**config.mk**
```make
export PLATFORM = sky130hd
export DESIGN_NAME = timer_queue_manager
export DESIGN_NICKNAME = d
export VERILOG_FILES = /design/src/rtl/core/tqm_pkg.sv /design/src/rtl/core/tqm_ram.sv /design/src/rtl/core/tqm_ctrl.sv /design/src/rtl/core/tqm_dp.sv /design/src/rtl/core/timer_queue_manager.sv
export SDC_FILE = /design/constraint.sdc
export NUM_CORES = 2
export LEC_CHECK = 0
export BUFFER_PORTS_ARGS = -buffer_cell sky130_fd_sc_hd__clkbuf_2
export CAP_MARGIN = 20
export CORE_MARGIN = 2
export CORE_UTILIZATION = 63
export DETAILED_ROUTE_END_ITERATION = 8
export PLACE_DENSITY_LB_ADDON = 0.08
export RECOVER_POWER = 25
export SETUP_SLACK_MARGIN = 0.4
export SLEW_MARGIN = 40
export SYNTH_ARGS = -nofsm -noshare
export SYNTH_HDL_FRONTEND = slang
export SYNTH_SLANG_ARGS = --single-unit
```
**constraint.sdc**
```tcl
create_clock -name clk -period 6.9 [get_ports clk]
set_input_delay 2.07 -clock clk [delete_from_list [all_inputs] [get_ports clk]]
set_output_delay 2.07 -clock clk [all_outputs]
set_load 0.01 [all_outputs]
```
**src/rtl/core/tqm_pkg.sv**
```systemverilog
package tqm_pkg;

	// Table size and field widths
	localparam int unsigned TIMERS      = 32;
	localparam int unsigned MAX_RESULTS = 32;
	localparam int unsigned TIME_W      = 64;
	localparam int unsigned TIMEOUT_W   = 32;
	localparam int unsigned GRAN_W      = 10;
	localparam int unsigned ID_W        = 5;
	localparam int unsigned IDX_W       = (TIMERS > 1) ? $clog2(TIMERS) : 1;
	localparam int unsigned CNT_W       = $clog2(TIMERS + 1);
	localparam int unsigned NRES_W      = $clog2(MAX_RESULTS + 1);

	// Remainder unit retires two dividend bits per cycle
	localparam int unsigned DIV_STEPS   = TIME_W / 2;
	localparam int unsigned DIVCNT_W    = $clog2(DIV_STEPS);

	localparam logic [GRAN_W-1:0] GRAN_RESET = GRAN_W'(100);

	typedef enum logic [1:0] {
		FUNC_TICK  = 2'd0,
		FUNC_START = 2'd1,
		FUNC_STOP  = 2'd2,
		FUNC_NONE  = 2'd3
	} func_t;

	typedef enum logic [1:0] {
		KIND_EXPIRED   = 2'd0,
		KIND_STARTED   = 2'd1,
		KIND_STOPPED   = 2'd2,
		KIND_NOT_ARMED = 2'd3
	} kind_t;

	// Controller to datapath commands
	typedef struct packed {
		logic             load;      // capture the item fields
		logic             sum;       // now + timeout into sum and divider
		logic             div_step;  // two remainder steps
		logic             round;     // round sum up to the granularity
		logic             arm;       // store due time, arm, report start
		logic             rd_id;     // read due time of the addressed slot
		logic             stop;      // disarm, report stop
		logic             tick;      // advance now
		logic             scan_clr;  // clear best candidate and count
		logic             scan_rd;   // read the scan address
		logic [IDX_W-1:0] scan_addr;
		logic             expire;    // report and disarm best candidate
		logic             last;      // last flag for an expiry
	} dp_cmd_t;

	// Datapath to controller status
	typedef struct packed {
		logic best_v;    // a due armed timer was found
		logic one_cand;  // it was the only one
	} dp_sts_t;

endpackage

```
**src/rtl/core/tqm_ram.sv**
```systemverilog
module tqm_ram #(
	parameter int unsigned WIDTH = 64,
	parameter int unsigned DEPTH = 32,
	localparam int unsigned AW = (DEPTH > 1) ? $clog2(DEPTH) : 1
) (
	input  logic             clk,
	input  logic             we,
	input  logic [AW-1:0]    waddr,
	input  logic [WIDTH-1:0] wdata,
	input  logic [AW-1:0]    raddr,
	output logic [WIDTH-1:0] rdata
);

	logic [WIDTH-1:0] mem_q [DEPTH];
	logic [WIDTH-1:0] rdata_q;

	// One write port, one registered read port
	always_ff @(posedge clk) begin
		if (we) begin
			mem_q[waddr] <= wdata;
		end
		rdata_q <= mem_q[raddr];
	end

	assign rdata = rdata_q;

endmodule

```
**src/rtl/core/tqm_ctrl.sv**
```systemverilog
module tqm_ctrl (
	input  logic                      clk,
	input  logic                      arst_n,
	input  logic                      start,
	input  logic [1:0]                func,
	input  logic [tqm_pkg::ID_W-1:0]  timer_id,
	input  tqm_pkg::dp_sts_t          sts,
	output tqm_pkg::dp_cmd_t          cmd,
	output logic                      busy
);

	import tqm_pkg::*;

	typedef enum logic [3:0] {
		ST_IDLE,
		ST_SUM,
		ST_DIV,
		ST_ROUND,
		ST_ARM,
		ST_STOP_RD,
		ST_STOP_EMIT,
		ST_TICK,
		ST_SCAN,
		ST_SCAN_END,
		ST_PICK
	} state_t;

	state_t              state_q;
	logic [DIVCNT_W-1:0] divcnt_q;
	logic [IDX_W-1:0]    addr_q;
	logic [NRES_W-1:0]   nres_q;
	logic                id_ok;
	logic                last_exp;

	assign id_ok    = 32'(timer_id) < TIMERS;
	// Last expiry of a tick: no other candidate, or the result limit is hit
	assign last_exp = sts.one_cand || (nres_q == NRES_W'(MAX_RESULTS - 1));
	assign busy     = (state_q != ST_IDLE);

	// Command decode
	always_comb begin
		cmd           = '0;
		cmd.scan_addr = addr_q;
		case (state_q)
			ST_IDLE:      cmd.load = start;
			ST_SUM:       cmd.sum = 1'b1;
			ST_DIV:       cmd.div_step = 1'b1;
			ST_ROUND:     cmd.round = 1'b1;
			ST_ARM:       cmd.arm = 1'b1;
			ST_STOP_RD:   cmd.rd_id = 1'b1;
			ST_STOP_EMIT: cmd.stop = 1'b1;
			ST_TICK: begin
				cmd.tick     = 1'b1;
				cmd.scan_clr = 1'b1;
			end
			ST_SCAN:      cmd.scan_rd = 1'b1;
			ST_PICK: begin
				if (sts.best_v) begin
					cmd.expire   = 1'b1;
					cmd.last     = last_exp;
					cmd.scan_clr = !last_exp;
				end
			end
			default: ;
		endcase
	end

	// Sequencer
	always_ff @(posedge clk or negedge arst_n) begin
		if (!arst_n) begin
			state_q  <= ST_IDLE;
			divcnt_q <= '0;
			addr_q   <= '0;
			nres_q   <= '0;
		end else begin
			case (state_q)
				ST_IDLE: begin
					if (start) begin
						case (func_t'(func))
							FUNC_TICK:  state_q <= ST_TICK;
							FUNC_START: if (id_ok) state_q <= ST_SUM;
							FUNC_STOP:  if (id_ok) state_q <= ST_STOP_RD;
							default:    state_q <= ST_IDLE;
						endcase
					end
				end
				ST_SUM: begin
					divcnt_q <= '0;
					state_q  <= ST_DIV;
				end
				ST_DIV: begin
					divcnt_q <= divcnt_q + 1'b1;
					if (divcnt_q == DIVCNT_W'(DIV_STEPS - 1)) begin
						state_q <= ST_ROUND;
					end
				end
				ST_ROUND:     state_q <= ST_ARM;
				ST_ARM:       state_q <= ST_IDLE;
				ST_STOP_RD:   state_q <= ST_STOP_EMIT;
				ST_STOP_EMIT: state_q <= ST_IDLE;
				ST_TICK: begin
					addr_q  <= '0;
					nres_q  <= '0;
					state_q <= ST_SCAN;
				end
				ST_SCAN: begin
					addr_q <= addr_q + 1'b1;
					if (addr_q == IDX_W'(TIMERS - 1)) begin
						state_q <= ST_SCAN_END;
					end
				end
				ST_SCAN_END:  state_q <= ST_PICK;
				ST_PICK: begin
					if (!sts.best_v) begin
						state_q <= ST_IDLE;
					end else begin
						nres_q <= nres_q + 1'b1;
						if (last_exp) begin
							state_q <= ST_IDLE;
						end else begin
							addr_q  <= '0;
							state_q <= ST_SCAN;
						end
					end
				end
				default: state_q <= ST_IDLE;
			endcase
		end
	end

endmodule

```
**src/rtl/core/tqm_dp.sv**
```systemverilog
module tqm_dp (
	input  logic                          clk,
	input  logic                          arst_n,
	input  tqm_pkg::dp_cmd_t              cmd,
	output tqm_pkg::dp_sts_t              sts,
	input  logic [tqm_pkg::ID_W-1:0]      timer_id,
	input  logic [tqm_pkg::TIMEOUT_W-1:0] timeout,
	input  logic                          cfg_we,
	input  logic [tqm_pkg::GRAN_W-1:0]    cfg_wdata,
	output logic                          strobe,
	output logic [tqm_pkg::ID_W-1:0]      timer_id_res,
	output logic [1:0]                    kind,
	output logic [tqm_pkg::TIME_W-1:0]    due_time,
	output logic                          last
);

	import tqm_pkg::*;

	// One restoring remainder step: shift in a bit, subtract if it fits
	function automatic logic [GRAN_W-1:0] rem_step(input logic [GRAN_W-1:0] r,
			input logic b, input logic [GRAN_W-1:0] g);
		logic [GRAN_W:0] t;
		t = {r, b};
		if (t >= {1'b0, g}) begin
			t = t - {1'b0, g};
		end
		return t[GRAN_W-1:0];
	endfunction

	logic [GRAN_W-1:0]    gran_q;
	logic [TIME_W-1:0]    now_q;
	logic [TIMERS-1:0]    armed_q;
	logic [ID_W-1:0]      id_q;
	logic [TIMEOUT_W-1:0] timeout_q;
	logic [TIME_W-1:0]    sum_q;
	logic [TIME_W-1:0]    div_q;
	logic [GRAN_W-1:0]    rem_q;
	logic                 best_v_q;
	logic [IDX_W-1:0]     best_idx_q;
	logic [TIME_W-1:0]    best_due_q;
	logic [CNT_W-1:0]     cnt_q;
	logic                 vld_s1;
	logic [IDX_W-1:0]     idx_s1;
	logic                 strobe_q;
	logic [ID_W-1:0]      res_id_q;
	kind_t                res_kind_q;
	logic [TIME_W-1:0]    res_due_q;
	logic                 res_last_q;

	logic [GRAN_W-1:0]    g_eff;
	logic [GRAN_W-1:0]    rem1;
	logic [GRAN_W-1:0]    rem2;
	logic [GRAN_W-1:0]    pad;
	logic [TIME_W-1:0]    sum_next;
	logic [IDX_W-1:0]     id_idx;
	logic [IDX_W-1:0]     raddr;
	logic [TIME_W-1:0]    rdata;
	logic                 hit;
	logic                 better;

	// Granularity of zero means no rounding
	assign g_eff    = (gran_q == '0) ? GRAN_W'(1) : gran_q;
	assign rem1     = rem_step(rem_q, div_q[TIME_W-1], g_eff);
	assign rem2     = rem_step(rem1, div_q[TIME_W-2], g_eff);
	assign pad      = (rem_q != '0) ? (g_eff - rem_q) : '0;
	assign sum_next = now_q + TIME_W'(timeout_q);
	assign id_idx   = IDX_W'(id_q);
	assign raddr    = cmd.scan_rd ? cmd.scan_addr : id_idx;

	// Due time store
	tqm_ram #(
		.WIDTH (TIME_W),
		.DEPTH (TIMERS)
	) u_due_ram (
		.clk   (clk),
		.we    (cmd.arm),
		.waddr (id_idx),
		.wdata (sum_q),
		.raddr (raddr),
		.rdata (rdata)
	);

	// Scan compare on the registered read data
	assign hit    = vld_s1 && armed_q[idx_s1] && (rdata <= now_q);
	assign better = !best_v_q || (rdata < best_due_q);

	assign sts.best_v   = best_v_q;
	assign sts.one_cand = (cnt_q == CNT_W'(1));

	// Control state: config, time base, armed bits, scan status, strobe
	always_ff @(posedge clk or negedge arst_n) begin
		if (!arst_n) begin
			gran_q   <= GRAN_RESET;
			now_q    <= '0;
			armed_q  <= '0;
			vld_s1   <= 1'b0;
			best_v_q <= 1'b0;
			cnt_q    <= '0;
			strobe_q <= 1'b0;
		end else begin
			if (cfg_we) begin
				gran_q <= cfg_wdata;
			end
			if (cmd.tick) begin
				now_q <= now_q + 1'b1;
			end
			if (cmd.arm) begin
				armed_q[id_idx] <= 1'b1;
			end
			if (cmd.stop) begin
				armed_q[id_idx] <= 1'b0;
			end
			if (cmd.expire) begin
				armed_q[best_idx_q] <= 1'b0;
			end
			vld_s1 <= cmd.scan_rd;
			if (cmd.scan_clr) begin
				best_v_q <= 1'b0;
				cnt_q    <= '0;
			end else if (hit) begin
				cnt_q <= cnt_q + 1'b1;
				if (better) begin
					best_v_q <= 1'b1;
				end
			end
			strobe_q <= cmd.arm || cmd.stop || cmd.expire;
		end
	end

	// Payload registers
	always_ff @(posedge clk) begin
		if (cmd.load) begin
			id_q      <= timer_id;
			timeout_q <= timeout;
		end
		// due = now + timeout, then remainder by granularity
		if (cmd.sum) begin
			sum_q <= sum_next;
			div_q <= sum_next;
			rem_q <= '0;
		end
		if (cmd.div_step) begin
			rem_q <= rem2;
			div_q <= {div_q[TIME_W-3:0], 2'b00};
		end
		if (cmd.round) begin
			sum_q <= sum_q + TIME_W'(pad);
		end
		idx_s1 <= cmd.scan_addr;
		if (!cmd.scan_clr && hit && better) begin
			best_idx_q <= idx_s1;
			best_due_q <= rdata;
		end
		// Result register
		if (cmd.arm) begin
			res_id_q   <= id_q;
			res_kind_q <= KIND_STARTED;
			res_due_q  <= sum_q;
			res_last_q <= 1'b1;
		end else if (cmd.stop) begin
			res_id_q   <= id_q;
			res_kind_q <= armed_q[id_idx] ? KIND_STOPPED : KIND_NOT_ARMED;
			res_due_q  <= armed_q[id_idx] ? rdata : '0;
			res_last_q <= 1'b1;
		end else if (cmd.expire) begin
			res_id_q   <= ID_W'(best_idx_q);
			res_kind_q <= KIND_EXPIRED;
			res_due_q  <= best_due_q;
			res_last_q <= cmd.last;
		end
	end

	assign strobe       = strobe_q;
	assign timer_id_res = res_id_q;
	assign kind         = res_kind_q;
	assign due_time     = res_due_q;
	assign last         = res_last_q;

endmodule

```
**src/rtl/core/timer_queue_manager.sv**
```systemverilog
// Timer table with a 64-bit tick time base. An item is taken when start is
// high and busy is low; each result appears for one cycle with strobe high
// and cannot be held off, so the receiver must take it then. A start stays
// busy while the remainder unit rounds the due time, two bits of the 64-bit
// sum per cycle. A tick scans the due-time memory one slot per cycle
// through its single read port: it first advances time, then makes one
// pass per expiry reported, and one pass when nothing is due. Results of a
// tick come in due-time order, ties by lower slot, last marks the final
// one. The granularity register may be written only while busy is low and
// no tick is pending.
module timer_queue_manager (
	input  logic                          clk,
	input  logic                          arst_n,
	input  logic                          start,
	output logic                          busy,
	input  logic [1:0]                    func,
	input  logic [tqm_pkg::ID_W-1:0]      timer_id,
	input  logic [tqm_pkg::TIMEOUT_W-1:0] timeout,
	input  logic                          cfg_we,
	input  logic [tqm_pkg::GRAN_W-1:0]    cfg_wdata,
	output logic                          strobe,
	output logic [tqm_pkg::ID_W-1:0]      timer_id_res,
	output logic [1:0]                    kind,
	output logic [tqm_pkg::TIME_W-1:0]    due_time,
	output logic                          last
);

	import tqm_pkg::*;

	dp_cmd_t cmd;
	dp_sts_t sts;

	// Sequencer
	tqm_ctrl u_ctrl (
		.clk      (clk),
		.arst_n   (arst_n),
		.start    (start),
		.func     (func),
		.timer_id (timer_id),
		.sts      (sts),
		.cmd      (cmd),
		.busy     (busy)
	);

	// Time base, timer table and result register
	tqm_dp u_dp (
		.clk          (clk),
		.arst_n       (arst_n),
		.cmd          (cmd),
		.sts          (sts),
		.timer_id     (timer_id),
		.timeout      (timeout),
		.cfg_we       (cfg_we),
		.cfg_wdata    (cfg_wdata),
		.strobe       (strobe),
		.timer_id_res (timer_id_res),
		.kind         (kind),
		.due_time     (due_time),
		.last         (last)
	);

	// A stop of an idle timer reports a zero due time
	a_not_armed_zero: assert property (@(posedge clk) disable iff (!arst_n)
		strobe && (kind == KIND_NOT_ARMED) |-> (due_time == '0))
		else $error("not-armed stop with nonzero due time");

	// Start and stop give a single transfer
	a_single_last: assert property (@(posedge clk) disable iff (!arst_n)
		strobe && (kind != KIND_EXPIRED) |-> last)
		else $error("start or stop result without last");

	// More expiries follow a non-final one, so the scan is still running
	a_expiry_more: assert property (@(posedge clk) disable iff (!arst_n)
		strobe && (kind == KIND_EXPIRED) && !last |-> busy)
		else $error("expiry without last while idle");

	// Expiries never exceed the current time
	a_expiry_due: assert property (@(posedge clk) disable iff (!arst_n)
		strobe && (kind == KIND_EXPIRED) |-> (due_time <= u_dp.now_q))
		else $error("expired timer not yet due");

endmodule

```
==> results <==
- The end of the worst hold path is u_dp.kind[1]$_SDFFE_PP0P_.
- The final clock skew is 59.6 ps.
- The wire-length estimate of the detail-placed layout is 168000 um.
- The average cell area after synthesis is 16.5 um2.
- The number of cell instances on the worst register-to-register path is 23.
- The number of buffers inserted to repair setup after CTS is 0.
- The startpoint identified for the worst register-to-register timing path is u_dp.gran_q[8]$_DFFE_PN0P_.
- STA classifies the critical path endpoint as a flip-flop.
- After clock tree synthesis, the flow added hold-fix buffers numbering 0.
- After floorplanning, the core was divided into 151 placement rows.
- The routability congestion estimate is 0.945.
- The number of sinks driven by the clock tree is 2568.
- The sequential share of the synthesized area is 0.707.
- Setup repair after global routing left no endpoint under its margin.
- Counting the buffers created by CTS gives 277.
- The reg-to-reg critical path endpoint is u_dp.sum_q[43]$_DFFE_PP_.
- The portion of synthesized cell area occupied by the leading cell type is 0.662.
- In the final routed layout, each cell accounts on average for 32.5 um.
- For this run, asynchronously set or reset flops after synthesis account for 0.0526.
- The maximum clock insertion buffer count is 4.
- In this run the register-to-register setup slack is 1230 ps.
- At the pin with the least slew margin, the transition time is 1960 ps.
- The number of library cell types mapped by synthesis is 83.
- Data arrives at the worst endpoint at 6280 ps.
- The tool flagged a number of max-cap violations equal to 33.
- The port buffer count is 126.
- The floorplan step defined a die boundary enclosing 0.173 mm2.
- The number of cells traversed by the worst hold path is 2.
- In this run the count of I/O pins placed on the die edge is 127.
- The smallest clock period supported by the final layout is computed as 5670 ps.
- Synthesis inferred 2568 register bits.
- After routing, the total negative slack on setup checks comes to 0 ps.
- The largest driver fanout on the critical path is 6.
- met2 is the most crowded layer.
- The die is 416 um wide.
- The area of the mapped netlist is 0.107 mm2.
- The total detailed-routing wirelength is 298000 um.
- The number of antenna-violating nets in the routed design is 0.
- For this design the static power due to leakage is 0.0411 uW.
- The flow ran to the end, but the final reports show violations.
- The count of flip-flops with a built-in enable after synthesis is 2359.
- The number of DRC violations after detailed routing is 0.
- The die height is 416 um.
- The signal on the critical path passes through nor3_1 > a41o_1 > inv_1 > ha_1 > fa_1 > nor2b_1 > o21ai_0 > a21oi_1 > o21ai_0 > nand2b_1 > a21o_1 > a21oi_1 > xor2_1 > nor2_1 > ha_1 > and4_1 > a221o_1 > a311oi_2 > nor2_1 > and2_1 > nand3_1 > xor2_1 > mux2i_1.
- The area of the placeable core is 0.169 mm2.
- Synthesis produced 6469 cells.
- The largest stage delay on the critical path is 700 ps.
- The minimum setup slack after placement is 1370 ps.
- The clock slew at the register clock pins of the worst setup and hold paths is 60 ps.
- The CTS tree is yes.
- The final reports fail on max-capacitance violations, max-slew violations.
- The first global-routing pass estimated 428000 um of wire.
- The cell at the root of the clock tree is sky130_fd_sc_hd__clkbuf_16.
- The total number of vias is 62600.
- The initial antenna violation count came to 13.
- Dividing total power by cell area gives a power density of 369 mW/mm2.
- Counting instances in the post-synthesis netlist gives the leading cell types as 2359 x sky130_fd_sc_hd__edfxtp_1, 820 x sky130_fd_sc_hd__nand2_1, 530 x sky130_fd_sc_hd__mux4_2.
- In the synthesized netlist the dominant register cell turns out to be sky130_fd_sc_hd__edfxtp_1.
- In the global route stage, met3 resource usage came out at 0.0602.
- The worst-case setup margin in the final layout is 1230 ps.
- The class of the tightest hold or removal check is flip-flop to flip-flop.
- In the final design database the tool counted 7031 nets.
- At the later pin of the worst-skew pair, clock insertion delay measures 940 ps.
- The layout has 10500 filler cells.
- The first detailed-routing pass ran for 6 iterations.
- The total of cells resized after clock tree synthesis is 0.
- The worst-case IR drop observed on VDD is 0.000308 V.
- The global-route met2 utilization is 0.542.
- Of the cells placed in the final design, the portion with a size suffix greater than 1 is 0.185.
- Setup violations remaining at the end of the flow were counted as 0.
- On the critical path, the stage with the largest delay is an instance of sky130_fd_sc_hd__a311oi_2.
- The total count of max-transition violations in the final report is 1195.
- The pin count of the biggest net entering global routing is 96.
- The startpoint of the most critical hold path is u_dp.kind[1]$_SDFFE_PP0P_.
- The number of nets handed over by synthesis was 6733.
- The via density per instance is 6.82.
- The via count of the first global-routing pass is 61300.
- STA puts the critical path data required time at 7510 ps.
- The cell with the most instances after synthesis is sky130_fd_sc_hd__edfxtp_1.
- The hold violation total from the final report is 0.
- The detailed router finished its first iteration with 8951 violations.
- The area growth from synthesis to final layout is 12.7%.
- The starting density of the core is 0.633.
- The relative max-transition margin is -0.309.
- For this run, the top clock speed supported by timing is 0.176 GHz.
- The part of the cycle the worst path needs is 0.822.
- Power comes to 44600 uW.
- The total number of yosys warnings is 0.
- The residual overflow from global routing is 0.
- The non-filler instance count after layout is 9189.
- The met1 track demand over resource is 0.488.
- The worst setup path is launched from a flip-flop.
- The total routing usage reported by global routing is 0.346.
- The leading area contributor after synthesis is sky130_fd_sc_hd__edfxtp_1.
- In this run, placement finished with an instance count of 8705.
- After synthesis, the cell types taking the most area are sky130_fd_sc_hd__edfxtp_1 66%, sky130_fd_sc_hd__mux4_2 11%, sky130_fd_sc_hd__dfrtp_1 3.1%.
- The maximum level of the CTS H-tree is 5.
- The setup path with the least slack is of type flip-flop to flip-flop.
[metrics by stage]
| stage | area, um2 | utilization | hold WS [ps] |
|---|---|---|---|
| 2_1_floorplan | 107000 | - | 403 |
| 3_3_place_gp | 111000 | 0.658 | 447 |
| 3_5_place_dp | 112000 | 0.663 | 456 |
| 4_1_cts | 121000 | 0.714 | 464 |
| 5_1_grt | 121000 | 0.713 | 484 |
| 6_report | 121000 | 0.713 | 465 |
[metal layers]
metal | up-vias | part of all wire
li1 | 25800 | -
met1 | 32200 | 0.38
met2 | 3865 | 0.47
met3 | 718 | 0.10
met4 | 4 | 0.050
met5 | - | 0.00010
[worst max-delay path: cells and delay by family (launching register included)]
kind	cells	cell delay (ps)
flops	1	410
buf+inv	1	60
simple gates	8	1520
mux	1	110
compound gates	8	1930
fa+ha+maj	3	1030
xor+xnor	2	300
[power breakdown]
group | internal [uW] | leakage, uW | switching (uW)
registers | 19100 | 0.0238 | 925
logic | 3670 | 0.0130 | 6490
clock network | 8550 | 0.00427 | 5860
[logic make-up (layout without fill, tap and decap cells)]
logic type / Yosys count / in the layout / share of synthesized area
AOI/OAI and AO/OA: 564 / 564 / 0.0357
xor gates and xnor gates: 213 / 213 / 0.0174
adders and majority gates: 211 / 211 / 0.0250
buffers and inverters: 498 / 997 / 0.0190
DFF: 2568 / 2568 / 0.707
muxes: 583 / 583 / 0.117
other: 0 / 3 / 0
and+or+nand+nor: 1832 / 1832 / 0.0787
[cell type report]
| type | count | area, um2 | share of cell area |
|---|---|---|---|
| inverters | 176 | 662 | 0.00549 |
| clock buffers | 380 | 7760 | 0.0644 |
| diodes | 3 | 7.51 | 0.0000623 |
| repair buffers | 341 | 2970 | 0.0247 |
| clock inverters | 100 | 961 | 0.00797 |
| well taps | 2218 | 2780 | 0.0230 |
| multi-input cells | 3403 | 29700 | 0.247 |
| flip-flops and latches | 2568 | 75700 | 0.628 |
[layout by cell type (no fill, tap or decap), types with 25 or more instances in the layout]
cell type	netlist	routed
sky130_fd_sc_hd__a21o_1	60	60
sky130_fd_sc_hd__a21oi_1	126	126
sky130_fd_sc_hd__a221o_1	66	66
sky130_fd_sc_hd__a221oi_1	32	32
sky130_fd_sc_hd__and3_1	27	25
sky130_fd_sc_hd__buf_12	0	51
sky130_fd_sc_hd__buf_4	1	65
sky130_fd_sc_hd__clkbuf_1	176	124
sky130_fd_sc_hd__clkbuf_16	0	287
sky130_fd_sc_hd__clkbuf_2	1	125
sky130_fd_sc_hd__clkinv_1	1	38
sky130_fd_sc_hd__clkinv_2	0	35
sky130_fd_sc_hd__dfrtp_1	132	131
sky130_fd_sc_hd__dfxtp_1	74	74
sky130_fd_sc_hd__edfxtp_1	2359	2359
sky130_fd_sc_hd__ha_1	206	206
sky130_fd_sc_hd__inv_1	174	173
sky130_fd_sc_hd__mux2i_1	38	33
sky130_fd_sc_hd__mux4_2	530	530
sky130_fd_sc_hd__nand2_1	820	816
sky130_fd_sc_hd__nand3_1	449	449
sky130_fd_sc_hd__nand4_1	59	59
sky130_fd_sc_hd__nor2_1	223	190
sky130_fd_sc_hd__nor2_4	1	34
sky130_fd_sc_hd__nor3_1	54	52
sky130_fd_sc_hd__nor3b_1	71	71
sky130_fd_sc_hd__o21ai_0	152	152
sky130_fd_sc_hd__xnor2_1	157	157
sky130_fd_sc_hd__xor2_1	56	56
[state kept, by name, indices dropped and copies added (netlist names), 32 cells and up]
register / flops
u_dp.now_q: 64
u_dp.u_due_ram.rdata: 64
u_dp.due_time: 64
u_dp.armed_q: 32
u_dp.u_due_ram.mem_q: 2048
u_dp.sum_q: 64
u_dp.timeout_q: 32
u_dp.div_q: 64
u_dp.best_due_q: 64
[how the worst max path moves through the flow]
stage,startpoint,endpoint,depth (start not counted)
global placement,u_dp.gran_q[8]$_DFFE_PN0P_,u_dp.sum_q[45]$_DFFE_PP_,23
floorplan,u_dp.now_q[49]$_DFFE_PN0P_,u_dp.best_due_q[0]$_DFFE_PP_,10
finish,u_dp.gran_q[8]$_DFFE_PN0P_,u_dp.sum_q[43]$_DFFE_PP_,23
detailed placement,u_dp.gran_q[8]$_DFFE_PN0P_,u_dp.sum_q[39]$_DFFE_PP_,23
CTS,u_dp.gran_q[8]$_DFFE_PN0P_,u_dp.sum_q[43]$_DFFE_PP_,23
global route,u_dp.gran_q[8]$_DFFE_PN0P_,u_dp.rem_q[1]$_SDFFCE_PN0P_,21
Note: power is estimated with default switching activity, not from simulation.
